==> config.mk <==
export PLATFORM = sky130hd
export DESIGN_NAME = front_panel_encoder_keys_leds
export DESIGN_NICKNAME = d
export VERILOG_FILES = /design/src/design/fpek_pkg.sv /design/src/design/front_panel_encoder_keys_leds.sv
export SDC_FILE = /design/constraint.sdc
export NUM_CORES = 1
export LEC_CHECK = 0
export BUFFER_PORTS_ARGS = -buffer_cell sky130_fd_sc_hd__clkbuf_2
export CELL_PAD_IN_SITES_DETAIL_PLACEMENT = 0
export CELL_PAD_IN_SITES_GLOBAL_PLACEMENT = 1
export CORE_ASPECT_RATIO = 0.6
export CORE_MARGIN = 10
export CORE_UTILIZATION = 45
export DETAILED_ROUTE_END_ITERATION = 8
export PLACE_DENSITY = 0.81
export SLEW_MARGIN = 10
export SYNTH_ARGS = -nofsm -noshare
export SYNTH_HDL_FRONTEND = slang
export SYNTH_SLANG_ARGS = --single-unit
==> constraint.sdc <==
create_clock -name clk -period 18.2 [get_ports clk]
set_clock_uncertainty 0.1 [all_clocks]
set_input_delay 3.64 -clock clk [delete_from_list [all_inputs] [get_ports clk]]
set_output_delay 3.64 -clock clk [all_outputs]
set_load 0.02 [all_outputs]
==> src/design/fpek_pkg.sv <==
// Shared constants and types for the front panel encoder, keys and lamps block.
`default_nettype none

package fpek_pkg;

  localparam int CFG_IDX_W = 2;
  typedef logic [CFG_IDX_W-1:0] cfg_idx_t;

  localparam cfg_idx_t REG_VOUT_MAX  = 2'd0;
  localparam cfg_idx_t REG_HOLD      = 2'd1;
  localparam cfg_idx_t REG_ADC_FAULT = 2'd2;

  localparam logic [15:0] VOUT_MAX_RST  = 16'd20000;
  localparam logic [15:0] HOLD_RST      = 16'd100;
  localparam logic [2:0]  ADC_FAULT_RST = 3'd7;

  localparam logic [15:0] STEP_FINE   = 16'd100;
  localparam logic [15:0] STEP_COARSE = 16'd1000;

  // tick_ms is split as 16 * q + lo; q is reduced modulo 125 to get the
  // 2000 ms phase.
  localparam logic [7:0] PHASE_MOD = 8'd125;

  localparam logic [10:0] HB_PERIOD   = 11'd1000;
  localparam logic [10:0] HB_ON       = 11'd500;
  localparam logic [10:0] BLINK_PITCH = 11'd300;
  localparam logic [10:0] BLINK_LEN   = 11'd150;
  localparam logic [2:0]  SHORT_CODE_LIMIT = 3'd4;

  typedef struct packed {
    logic [2:0]  fault;
    logic        out_on;
    logic        mode;
    logic        cc;
    logic [15:0] supply;
    logic [15:0] battery;
    logic [3:0]  tick_lo;
    logic [17:0] tick_fold;
  } stage_t;

endpackage

`default_nettype wire

==> src/design/front_panel_encoder_keys_leds.sv <==
// Front panel poll block: encoder setpoint stepping, buttons, fault store and lamps.
// Each accepted poll tick passes the s1 stage register, then the output register.
// Throughput: one tick per cycle unless stalled; the phase reduction spans both stages.
// An output stall blocks the input only once both pipeline stages hold a tick.
// Reset clears all state and the pipeline; registers return to 20000 / 100 / 7.
`default_nettype none

module front_panel_encoder_keys_leds (
  input  wire logic                   clk,
  input  wire logic                   rst,
  input  wire logic                   cfg_valid,
  output logic                        cfg_ready,
  input  wire fpek_pkg::cfg_idx_t     cfg_index,
  input  wire logic [15:0]            cfg_data,
  input  wire logic                   in_valid,
  output logic                        in_ready,
  input  wire logic                   enc_a,
  input  wire logic                   enc_b,
  input  wire logic                   enc_push,
  input  wire logic                   btn_output,
  input  wire logic                   btn_select,
  input  wire logic                   btn_back,
  input  wire logic [31:0]            tick_ms,
  input  wire logic                   cc_flag,
  input  wire logic [2:0]             fault_raise,
  output logic                        out_valid,
  input  wire logic                   out_ready,
  output logic                        led_heartbeat,
  output logic                        led_output,
  output logic                        led_cc,
  output logic                        output_enabled,
  output logic                        mode_out,
  output logic [2:0]                  fault_out,
  output logic [15:0]                 supply_setpoint,
  output logic [15:0]                 battery_setpoint
);
  import fpek_pkg::*;

  logic [15:0] clamp_mv;
  logic [15:0] hold_ticks;
  logic [2:0]  adc_fault_code;

  logic [1:0]  enc_last;
  logic        out_btn_last;
  logic        sel_btn_last;
  logic [15:0] back_hold_count;
  logic        mode_reg;
  logic [2:0]  fault_code;
  logic        out_on_reg;
  logic [15:0] supply_mv;
  logic [15:0] battery_mv;

  logic        s1_valid;
  stage_t      s1;
  logic        advance;
  logic        in_xfer;

  assign cfg_ready = 1'b1;
  assign advance   = !out_valid || out_ready;
  assign in_ready  = !s1_valid || advance;
  assign in_xfer   = in_valid && in_ready;

  always_ff @(posedge clk) begin
    if (rst) begin
      clamp_mv       <= VOUT_MAX_RST;
      hold_ticks     <= HOLD_RST;
      adc_fault_code <= ADC_FAULT_RST;
    end else if (cfg_valid) begin
      unique case (cfg_index)
        REG_VOUT_MAX:  clamp_mv       <= cfg_data;
        REG_HOLD:      hold_ticks     <= cfg_data;
        REG_ADC_FAULT: adc_fault_code <= cfg_data[2:0];
        default: ;
      endcase
    end
  end

  // ---- poll tick update ----
  logic [1:0]  enc_now;
  logic        dir_up;
  logic        dir_down;
  logic [15:0] step;
  logic [15:0] active_mv;
  logic [16:0] up_sum;
  logic [15:0] down_diff;
  logic [15:0] stepped_mv;
  logic [15:0] supply_mv_next;
  logic [15:0] battery_mv_next;
  logic [15:0] hold_inc;
  logic        hold_clear;
  logic [15:0] back_hold_count_next;
  logic        out_rise;
  logic        sel_rise;
  logic [2:0]  fault_code_next;
  logic        out_on_next;
  logic        mode_next;
  logic [22:0] fold_a;
  logic [17:0] fold_b;

  assign enc_now = {enc_a, enc_b};

  always_comb begin
    dir_up   = 1'b0;
    dir_down = 1'b0;
    unique case ({enc_last, enc_now}) inside
      4'b00_01, 4'b01_11, 4'b11_10, 4'b10_00: dir_up   = 1'b1;
      4'b00_10, 4'b10_11, 4'b11_01, 4'b01_00: dir_down = 1'b1;
      default: ;
    endcase
  end

  always_comb begin
    step      = enc_push ? STEP_COARSE : STEP_FINE;
    active_mv = mode_reg ? battery_mv : supply_mv;
    up_sum    = {1'b0, active_mv} + {1'b0, step};
    down_diff = (active_mv < step) ? 16'd0 : active_mv - step;
    if (dir_up) begin
      stepped_mv = (up_sum > {1'b0, clamp_mv}) ? clamp_mv : up_sum[15:0];
    end else begin
      stepped_mv = (down_diff > clamp_mv) ? clamp_mv : down_diff;
    end
    supply_mv_next  = supply_mv;
    battery_mv_next = battery_mv;
    if (dir_up || dir_down) begin
      if (mode_reg) begin
        battery_mv_next = stepped_mv;
      end else begin
        supply_mv_next = stepped_mv;
      end
    end
  end

  always_comb begin
    out_rise   = btn_output && !out_btn_last;
    sel_rise   = btn_select && !sel_btn_last;
    hold_inc   = back_hold_count + 16'd1;
    hold_clear = btn_back && (hold_inc > hold_ticks);
    if (!btn_back || hold_clear) begin
      back_hold_count_next = 16'd0;
    end else begin
      back_hold_count_next = hold_inc;
    end
    fault_code_next = (fault_raise != 3'd0) ? fault_raise : fault_code;
    if (out_rise || hold_clear) begin
      fault_code_next = 3'd0;
    end
    out_on_next = out_on_reg ^ out_rise;
    mode_next   = mode_reg ^ sel_rise;
  end

  // first two folds of tick_ms[31:4] modulo 125, using 128 = 3 (mod 125)
  always_comb begin
    fold_a = {2'b00, tick_ms[31:11]} + {1'b0, tick_ms[31:11], 1'b0}
             + {16'd0, tick_ms[10:4]};
    fold_b = {2'b00, fold_a[22:7]} + {1'b0, fold_a[22:7], 1'b0}
             + {11'd0, fold_a[6:0]};
  end

  always_ff @(posedge clk) begin
    if (rst) begin
      enc_last        <= 2'd0;
      out_btn_last    <= 1'b0;
      sel_btn_last    <= 1'b0;
      back_hold_count <= 16'd0;
      mode_reg        <= 1'b0;
      fault_code      <= 3'd0;
      out_on_reg      <= 1'b0;
      supply_mv       <= 16'd0;
      battery_mv      <= 16'd0;
    end else if (in_xfer) begin
      enc_last        <= enc_now;
      out_btn_last    <= btn_output;
      sel_btn_last    <= btn_select;
      back_hold_count <= back_hold_count_next;
      mode_reg        <= mode_next;
      fault_code      <= fault_code_next;
      out_on_reg      <= out_on_next;
      supply_mv       <= supply_mv_next;
      battery_mv      <= battery_mv_next;
    end
  end

  always_ff @(posedge clk) begin
    if (rst) begin
      s1_valid <= 1'b0;
    end else if (in_ready) begin
      s1_valid <= in_valid;
    end
  end

  always_ff @(posedge clk) begin
    if (in_xfer) begin
      s1.fault     <= fault_code_next;
      s1.out_on    <= out_on_next;
      s1.mode      <= mode_next;
      s1.cc        <= cc_flag;
      s1.supply    <= supply_mv_next;
      s1.battery   <= battery_mv_next;
      s1.tick_lo   <= tick_ms[3:0];
      s1.tick_fold <= fold_b;
    end
  end

  // ---- lamp stage ----
  logic [12:0] fold_c;
  logic [8:0]  fold_d;
  logic [7:0]  fold_e;
  logic [6:0]  phase_q;
  logic [10:0] phase;
  logic [10:0] hb_phase;
  logic [2:0]  code;
  logic        blink_lit;
  logic        hb_next;
  logic        lo_next;
  logic        lc_next;

  always_comb begin
    fold_c = {2'b00, s1.tick_fold[17:7]} + {1'b0, s1.tick_fold[17:7], 1'b0}
             + {6'd0, s1.tick_fold[6:0]};
    fold_d = {3'b000, fold_c[12:7]} + {2'b00, fold_c[12:7], 1'b0}
             + {2'd0, fold_c[6:0]};
    fold_e = {5'd0, fold_d[8:7], 1'b0} + {6'd0, fold_d[8:7]} + {1'b0, fold_d[6:0]};
    phase_q = (fold_e >= PHASE_MOD) ? 7'(fold_e - PHASE_MOD) : fold_e[6:0];
    phase  = {phase_q, s1.tick_lo};
    hb_phase = (phase >= HB_PERIOD) ? phase - HB_PERIOD : phase;
    code   = s1.fault - 3'd1;
    blink_lit = (phase < BLINK_LEN)
             || (phase >= BLINK_PITCH && phase < BLINK_PITCH + BLINK_LEN)
             || (code >= SHORT_CODE_LIMIT && phase >= (BLINK_PITCH << 1)
                 && phase < (BLINK_PITCH << 1) + BLINK_LEN);
    if (s1.fault == 3'd0) begin
      hb_next = hb_phase < HB_ON;
      lo_next = s1.out_on;
      lc_next = s1.cc;
    end else begin
      hb_next = blink_lit || (s1.fault == adc_fault_code);
      lo_next = code[0];
      lc_next = code[1];
    end
  end

  always_ff @(posedge clk) begin
    if (rst) begin
      out_valid <= 1'b0;
    end else if (advance) begin
      out_valid <= s1_valid;
    end
  end

  always_ff @(posedge clk) begin
    if (advance && s1_valid) begin
      led_heartbeat    <= hb_next;
      led_output       <= lo_next;
      led_cc           <= lc_next;
      output_enabled   <= s1.out_on;
      mode_out         <= s1.mode;
      fault_out        <= s1.fault;
      supply_setpoint  <= s1.supply;
      battery_setpoint <= s1.battery;
    end
  end

endmodule

`default_nettype wire

==> run_results.csv, run 1 <==
group,metric,value,unit
clock_network,htreeDepth,4,
drt,drc,0,
clock_network,cts_root_buf,"clkbuf_16",
job,drv_cap,0,
setup_path,start_kind,"register",
clock_network,clock-sinks,193,
clock_network,clk_path_buf_depth,2,
drt,vias_per_cell,5.53,
logic_synthesis,yosys_warnings,0,
status,status,"finished clean",
logic_synthesis,synth_area_leaders,"edfxtp_1 22%, ha_1 15%, dfxtp_1 14%",
logic_synthesis,synth.ff_latch_count,193,
logic_synthesis,synth_common_cells,"156 x ha_1, 151 x nor2_1, 113 x a21oi_1, 113 x nand2_1, 99 x edfxtp_1",
die,core,29100,sq um
clock_network,numCtsBuffers,17,
cells_and_area,largest_reg_flops,56,
die,row_count,48,
logic_synthesis,synth-seq-area-share,36.2,%
sta,setup-violations-final,0,
logic_synthesis,yosys.area.top_type,"edfxtp_1",
die,io_pins,108,
cells_and_area,nets,1759,
logic_synthesis,synth.net_count,1670,
clock_network,clk_pin_slew_worst_paths,70,ps
grt,grt_overflow,0,
setup_path,cp.required,18380,ps
grt,grt_start_max_net_pins,96,
logic_synthesis,syn_area_per_cell,9.47,sq um
logic_synthesis,synth-edff-count,99,
sta,hold_viol,0,
min_path,holdCritPathClass,"register to register",
setup_path,cp_top_family,"adder cells",
setup_path,path_class,"register to register",
logic_synthesis,synth_area,13400,sq um
cells_and_area,area_delta_synth_final,11.6,%
setup_path,slowest_delay,510,ps
setup_path,cpMostUsedCell,"fa_1",
drt,wirelength,33.3,mm
placed_design,io_buffers,105,
clock_network,postCtsSetupBuffers,0,
sta,period_share,52.2,%
die,dieArea,37400,sq um
cells_and_area,post_route_cells_drive_above_1_share,11.7,%
logic_synthesis,yosysMostFrequentCell,"ha_1",
sta,final_max_slew_viol_count,0,
logic_synthesis,postSynthCellCount,1418,
die,die_width,243,um
setup_path,cp_slowest_cell,"fa_1",
setup_path,path_buf_inv,3,
grt,grt_pass1_wl,53.4,mm
clock_network,cts_hold_buffers,0,
drt,firstDrtPassIters,6,
drt,ant_nets,0,
placed_design,dp_hpwl,26.0,mm
logic_synthesis,synthArstFlopShare,0,%
clock_network,cts_tree,"done",
setup_path,critPathCaptureType,"register",
sta,fmax,105,MHz
setup_path,worstPathArrival,9670,ps
die,die_y,154,um
grt,globalRouteTotalUtil,17.5,%
cells_and_area,postLayoutCoreUtil,51.5,%
cells_and_area,largest_register,"s1",
setup_path,critPathMaxFanout,10,
logic_synthesis,synth_top_cell_area_share,22.1,%
grt,grt_pass1_vias,9859,
sta,tns,0,ps
drt,vias,10600,
sta,tightest_slew,1130,ps
grt,antenna_found_initial,1,
clock_network,cts_resized,0,
placed_design,globalplace.congestion,0.918,
logic_synthesis,synthFlopType,"edfxtp_1",
clock_network,clock_latency,450,ps
drt,wire_per_inst,17.3,um
drt,drt_iter0_markers,937,
die,start_util,46.2,%
sta,period_needed,9500,ps
cells_and_area,diodes,0,
logic_synthesis,synthDistinctLibCells,74,
sta,rsz0062_at_grt,"no",
sta,slew_headroom,25.0,%
-- metrics by stage --
step | setup slack, ps | std cells | hold slack [ps] | cell area (sq um)
3_3_place_gp | 8520 | 1888 | 303 | 14400
2_1_floorplan | 9720 | 1418 | 300 | 13400
6_report | 8700 | 1920 | 321 | 15000
5_1_grt | 7950 | 1920 | 326 | 15000
3_5_place_dp | 8390 | 1888 | 305 | 14400
4_1_cts | 8790 | 1920 | 321 | 15000
-- placed cells by master (no fill, tap or decap), drive strengths merged, types with 5 or more instances in the layout --
cell type	instances
o21a	19
o211ai	8
dfxtp	94
nor2	152
nor3	30
xnor2	60
xor2	29
a31oi	6
nand2	113
a21oi	114
clkbuf	122
a32oi	13
clkinv	5
a211o	14
and2	11
o21bai	19
o21ai	49
inv	102
and3	14
nand3	19
nor2b	18
buf	13
a21o	26
a32o	5
or3	5
a221oi	14
ha	156
mux2	10
fa	31
edfxtp	99
o31ai	6
nand2b	12
nand4	11
a211oi	45
mux2i	11
-- cell type report --
class | count | area, sq um
fill | 2687 | 14100
multi-input combinational | 1080 | 8030
sequential | 193 | 4850
timing repair buffer | 117 | 616
tap | 400 | 500
clock buffer | 18 | 429
inverter | 98 | 368
clock inverter | 14 | 181
-- cell families (layout without fill, tap and decap cells) --
logic type / after synthesis / after routing / synth area share, %
other: 1 / 1 / 0.0279
DFF: 193 / 193 / 36.2
buffers and inverters: 145 / 247 / 4.14
xor gates and xnor gates: 89 / 89 / 5.81
and+or+nand+nor: 404 / 404 / 13.7
adders and majority gates: 187 / 187 / 19.2
muxes: 21 / 21 / 1.66
AOI/OAI and AO/OA: 378 / 378 / 19.4
-- worst paths after layout --
kind	start	endpoint	slack [ps]	cells past startpoint
setup / recovery	s1[1]	led_heartbeat	8700	34
hold / removal	s1[39]	supply_setpoint[1]	320	0
setup reg to reg	s1[1]	led_heartbeat	8700	34
hold reg to reg	s1[39]	supply_setpoint[1]	320	0
-- metal layers --
layer  track usage, %  part of all wire [%]  vias to the layer above
met5                0                     0                        -
met4             3.23                  0.60                        0
met3             3.69                   5.8                       16
met2             23.8                    39                      253
met1             27.5                    54                     5029
li1                 -                     -                     5311
Power of run 1 is left out: the tool's default activity adds up to more than one toggle a clock period on the data nets, which glitch-free logic cannot reach.
==> run 2, diff against run 1 <==
--- a/config.mk
+++ b/config.mk
@@ -5,6 +5,7 @@
 export SDC_FILE = /design/constraint.sdc
 export NUM_CORES = 1
 export LEC_CHECK = 0
+export ABC_AREA = 1
 export BUFFER_PORTS_ARGS = -buffer_cell sky130_fd_sc_hd__clkbuf_2
 export CELL_PAD_IN_SITES_DETAIL_PLACEMENT = 0
 export CELL_PAD_IN_SITES_GLOBAL_PLACEMENT = 1
@@ -12,7 +13,7 @@
 export CORE_MARGIN = 10
 export CORE_UTILIZATION = 45
 export DETAILED_ROUTE_END_ITERATION = 8
-export PLACE_DENSITY = 0.81
+export PLACE_DENSITY = 0.83
 export SLEW_MARGIN = 10
 export SYNTH_ARGS = -nofsm -noshare
 export SYNTH_HDL_FRONTEND = slang
==> constraint.sdc (replaced) <==
create_clock -name clk -period 8.9 [get_ports clk]
set_clock_uncertainty 0.1 [all_clocks]
set_input_delay 1.78 -clock clk [delete_from_list [all_inputs] [get_ports clk]]
set_output_delay 1.78 -clock clk [all_outputs]
set_load 0.02 [all_outputs]
==> run_results.csv, run 2 <==
group,metric,value,unit
clock_network,clk_pin_slew_worst_paths,80,ps
cells_and_area,post_route_cells_drive_above_1_share,10.9,%
drt,wirelength,32.9,mm
logic_synthesis,synth_fa_ha_area_share,18.8,%
die,die_width,245,um
logic_synthesis,syn_area_per_cell,8.17,sq um
drt,drc,0,
setup_path,r2r_slack,1180,ps
clock_network,numCtsBuffers,17,
logic_synthesis,synthFlopType,"edfxtp_1",
grt,grt_pass1_vias,10400,
drt,vias_per_cell,5.03,
cells_and_area,largest_reg_flops,56,
logic_synthesis,synth_area_leaders,"edfxtp_1 22%, ha_1 14%, dfxtp_1 14%",
drt,drt_iter0_markers,811,
sta,hold_viol,0,
clock_network,cts_root_buf,"clkbuf_16",
job,drv_cap,0,
logic_synthesis,synth_top_family_by_area,"adder cells",
logic_synthesis,synthDistinctLibCells,53,
cells_and_area,nFillCells,2933,
clock_network,clk_path_buf_depth,2,
cells_and_area,largest_register,"s1",
clock_network,cts_tree,"done",
logic_synthesis,synth_common_cells,"314 x nand2_1, 260 x inv_1, 158 x a21oi_1, 156 x ha_1, 118 x nand3_1",
clock_network,postCtsSetupBuffers,0,
placed_design,io_buffers,105,
setup_path,cp_slowest_cell,"fa_1",
logic_synthesis,synth-edff-count,99,
sta,slew_headroom,26.8,%
grt,antenna_found_initial,0,
grt,grt_pass1_wl,53.7,mm
logic_synthesis,yosysMostFrequentCell,"nand2_1",
clock_network,clock-sinks,193,
setup_path,r2r-start,"s1[1]",
logic_synthesis,synth.ff_latch_count,193,
sta,setup-violations-final,0,
die,start_util,45.7,%
logic_synthesis,yosys.area.top_type,"edfxtp_1",
sta,final_max_slew_viol_count,0,
clock_network,htreeDepth,4,
setup_path,start_kind,"register",
logic_synthesis,synth-seq-area-share,35.5,%
cells_and_area,diodes,0,
placed_design,globalplace.congestion,0.909,
cells_and_area,nets,2014,
setup_path,worstPathArrival,7830,ps
cells_and_area,postLayoutCoreUtil,50.8,%
clock_network,clock_latency,450,ps
drt,firstDrtPassIters,5,
logic_synthesis,synthArstFlopShare,0,%
logic_synthesis,synth_simple_gate_area_share,18.7,%
setup_path,path_class,"register to register",
logic_synthesis,synth_area,13700,sq um
die,dieArea,38000,sq um
status,status,"finished clean",
cells_and_area,final_common_cell,"nand2_1",
setup_path,critPathMaxFanout,9,
clock_network,cts_hold_buffers,0,
grt,globalRouteTotalUtil,17.4,%
sta,period_share,86.8,%
cells_and_area,area_delta_synth_final,11.1,%
setup_path,cp.required,9000,ps
sta,fmax,130,MHz
logic_synthesis,synthMuxAreaShare,0,%
min_path,hold_start,"s1[43]",
grt,grt_overflow,0,
logic_synthesis,yosys_warnings,0,
logic_synthesis,synth_top_cell_area_share,21.7,%
die,io_pins,108,
setup_path,startpoint,"s1[1]",
cells_and_area,final_cell_mix,"314 x nand2_1, 258 x inv_1, 157 x a21oi_1",
logic_synthesis,postSynthCellCount,1674,
sta,period_needed,7720,ps
logic_synthesis,synth-xor-area-share,5.00,%
logic_synthesis,synth.net_count,1926,
sta,tns,0,ps
drt,wire_per_inst,15.1,um
min_path,holdCritPathClass,"register to register",
setup_path,cpMostUsedCell,"nand2_1",
die,row_count,49,
grt,grt_start_max_net_pins,93,
sta,rsz0062_at_grt,"no",
placed_design,dp_hpwl,25.8,mm
clock_network,cts_resized,0,
sta,tightest_slew,1090,ps
logic_synthesis,synth_compound_area_share,13.3,%
drt,vias,11000,
drt,ant_nets,0,
die,core,29900,sq um
setup_path,slowest_delay,530,ps
die,die_y,155,um
setup_path,critPathCaptureType,"register",
## run 2: cell count changes after synthesis, moves of 24 or more
| cell | change |
|---|---|
| a21oi_1 | +45 |
| nor2_1 | -78 |
| xnor2_1 | -43 |
| nand2_1 | +201 |
| xor2_1 | +32 |
| a211oi_1 | -40 |
| o21ai_0 | +58 |
| nand3_1 | +99 |
| inv_1 | +162 |
| a21o_1 | -24 |
## run 2: worst paths after layout
kind,endpoint,cells after the start
hold / removal,supply_setpoint[5],0
hold reg to reg,supply_setpoint[5],0
setup reg to reg,led_heartbeat,42
setup / recovery,led_heartbeat,42
## run 2: metrics by stage
| stage | area [sq um] | instances | hold WS (ps) | setup WS [ps] |
|---|---|---|---|---|
| 4_1_cts | 15200 | 2183 | 321 | 1220 |
| 2_1_floorplan | 13700 | 1674 | 300 | 1920 |
| 3_3_place_gp | 14600 | 2151 | 302 | 1250 |
| 6_report | 15200 | 2183 | 318 | 1180 |
| 5_1_grt | 15200 | 2183 | 325 | 508 |
| 3_5_place_dp | 14600 | 2151 | 305 | 1230 |
## run 2: metal layers
metal  vias up  share of wire, %  wire [um]  track usage, %
met5         -                 0          0               0
met4         0              0.60        196            2.89
met3        13               6.0       1970            4.60
met2       211                38      12600            23.7
met1      5015                55      18100            26.7
li1       5751                 -          -               -
## run 2: layout make-up
class / instances / area, sq um / area share (%)
clock buffers: 17 / 425 / 2.80
inverters: 264 / 993 / 6.54
clock inverters: 15 / 173 / 1.14
well taps: 408 / 510 / 3.36
flip-flops and latches: 193 / 4850 / 32.0
multi-input cells: 1172 / 7630 / 50.3
repair buffers: 114 / 593 / 3.91
## run 2: worst max-delay path: cells and delay by family, from the launching register on
family	cells	cell delay (ps)
buffers and inverters	6	380
AOI/OAI and AO/OA	8	1120
DFF	1	420
and+or+nand+nor	18	1870
xor gates and xnor gates	2	480
adders and majority gates	8	3110
## run 2: cell families after synthesis
family / after synthesis
AOI/OAI and AO/OA: 328
xor gates and xnor gates: 78
adders and majority gates: 187
buffers and inverters: 309
DFF: 193
other: 1
and+or+nand+nor: 578
Power of run 2 is left out for the same reason.
==> run 3, diff against run 2 <==
==> constraint.sdc (replaced) <==
create_clock -name clk -period 7.4 [get_ports clk]
set_clock_uncertainty 0.1 [all_clocks]
set_input_delay 1.48 -clock clk [delete_from_list [all_inputs] [get_ports clk]]
set_output_delay 1.48 -clock clk [all_outputs]
set_load 0.02 [all_outputs]
==> run_results.csv, run 3 (synthesis results as in run 2) <==
group,metric,value,unit
status,status,"finished clean",
placed_design,io_buffers,105,
cells_and_area,final_common_cell,"nand2_1",
clock_network,clk_path_buf_depth,2,
grt,antenna_found_initial,0,
drt,drt_iter0_markers,804,
drt,vias_per_cell,5.08,
clock_network,cts_hold_buffers,0,
grt,grt_start_max_net_pins,74,
die,dieArea,38000,sq um
setup_path,crit_path_end,"led_heartbeat",
sta,final_max_slew_viol_count,0,
cells_and_area,area_delta_synth_final,14.6,%
setup_path,r2r-start,"s1[7]",
setup_path,critPathMaxFanout,7,
clock_network,clock-sinks,193,
grt,globalRouteTotalUtil,17.2,%
min_path,holdCritPathClass,"register to register",
setup_path,worst-path-stages,43,
drt,drc,0,
sta,fmax,138,MHz
cells_and_area,post_route_cells_drive_above_1_share,15.8,%
clock_network,clock_latency,460,ps
drt,vias,11200,
cells_and_area,largest_register,"s1",
setup_path,cp_top_family,"adder cells",
drt,wire_per_inst,15.0,um
setup_path,r2r_slack,140,ps
sta,tns,0,ps
setup_path,reg2reg_to,"led_heartbeat",
sta,period_needed,7260,ps
setup_path,startpoint,"s1[7]",
job,drv_cap,0,
placed_design,dp_hpwl,25.4,mm
drt,ant_nets,0,
placed_design,detailed_place.area,14700,sq um
setup_path,cp_slowest_cell,"fa_1",
clock_network,numCtsBuffers,17,
cells_and_area,postLayoutCoreUtil,52.4,%
setup_path,worstPathArrival,7370,ps
cells_and_area,largest_reg_flops,56,
die,start_util,45.7,%
setup_path,critPathCaptureType,"register",
sta,slew_headroom,21.8,%
grt,grt_pass1_wl,52.9,mm
clock_network,cts_tree,"done",
cells_and_area,nets,2039,
setup_path,start_kind,"register",
clock_network,clk_pin_slew_worst_paths,70,ps
setup_path,cpMostUsedCell,"a21oi_2",
cells_and_area,final_cell_mix,"298 x nand2_1, 252 x inv_1, 150 x ha_1",
setup_path,cp.required,7510,ps
cells_and_area,diodes,0,
setup_path,slowest_delay,500,ps
die,row_count,49,
die,core,29900,sq um
cells_and_area,final_area,15700,sq um
clock_network,cts_root_buf,"clkbuf_16",
sta,period_share,98.1,%
sta,tightest_slew,1160,ps
grt,grt_overflow,0,
setup_path,r2r_cells,43,
sta,hold_viol,0,
drt,firstDrtPassIters,6,
grt,grt_pass1_vias,10300,
placed_design,globalplace.congestion,0.920,
drt,wirelength,33.0,mm
die,die_width,245,um
min_path,hold_start,"s1[43]",
sta,rsz0062_at_grt,"yes",
sta,setup-violations-final,0,
setup_path,path_buf_inv,7,
die,die_y,155,um
clock_network,htreeDepth,4,
setup_path,path_class,"register to register",
die,io_pins,108,
## run 3: final cells by class
| type | count | area [sq um] |
|---|---|---|
| Fill cell | 2863 | 14300 |
| Tap cell | 408 | 510 |
| Multi-Input combinational cell | 1173 | 7960 |
| Sequential cell | 193 | 4850 |
| Clock buffer | 18 | 439 |
| Clock inverter | 14 | 131 |
| Timing Repair Buffer | 138 | 777 |
| Inverter | 264 | 993 |
## run 3: worst min path at each step
stage          depth (start not counted)                    to
2_1_floorplan                          0   battery_setpoint[0]
3_3_place_gp                           0  battery_setpoint[15]
3_5_place_dp                           0   battery_setpoint[5]
4_1_cts                                0   battery_setpoint[5]
5_1_grt                                0   battery_setpoint[5]
6_report                               0    supply_setpoint[5]
## run 3: worst reg2reg max path: cells and delay by family, from the launching register on
family	cells	cell delay, ps
xor+xnor	1	200
buf+inv	7	500
compound gates	8	960
flops	1	430
simple gates	19	1910
fa+ha+maj	8	2890
## run 3: what timing repair did
action,in CTS,in global routing
gates cloned,0,1
pin swaps,7,45
buffers inserted,2,9
endpoints found under the setup margin,1,1
resized for setup,13,72
## run 3: routing by layer
layer | wire length (um) | up-vias | GRT usage [%]
li1 | - | 5789 | -
met1 | 17800 | 5101 | 26.5
met2 | 12600 | 290 | 22.7
met3 | 2260 | 30 | 4.24
met4 | 382 | 0 | 4.65
met5 | 0 | - | 0
## run 3: per-stage QoR
stage	hold WS, ps	worst slack (ps)	instances
after floorplan	300	422	1674
after global placement	304	-57.1	2164
after detailed placement	305	-173	2164
after CTS	312	1.62	2198
after global routing	320	-305	2208
final	320	139	2208
Power of run 3 is left out for the same reason.
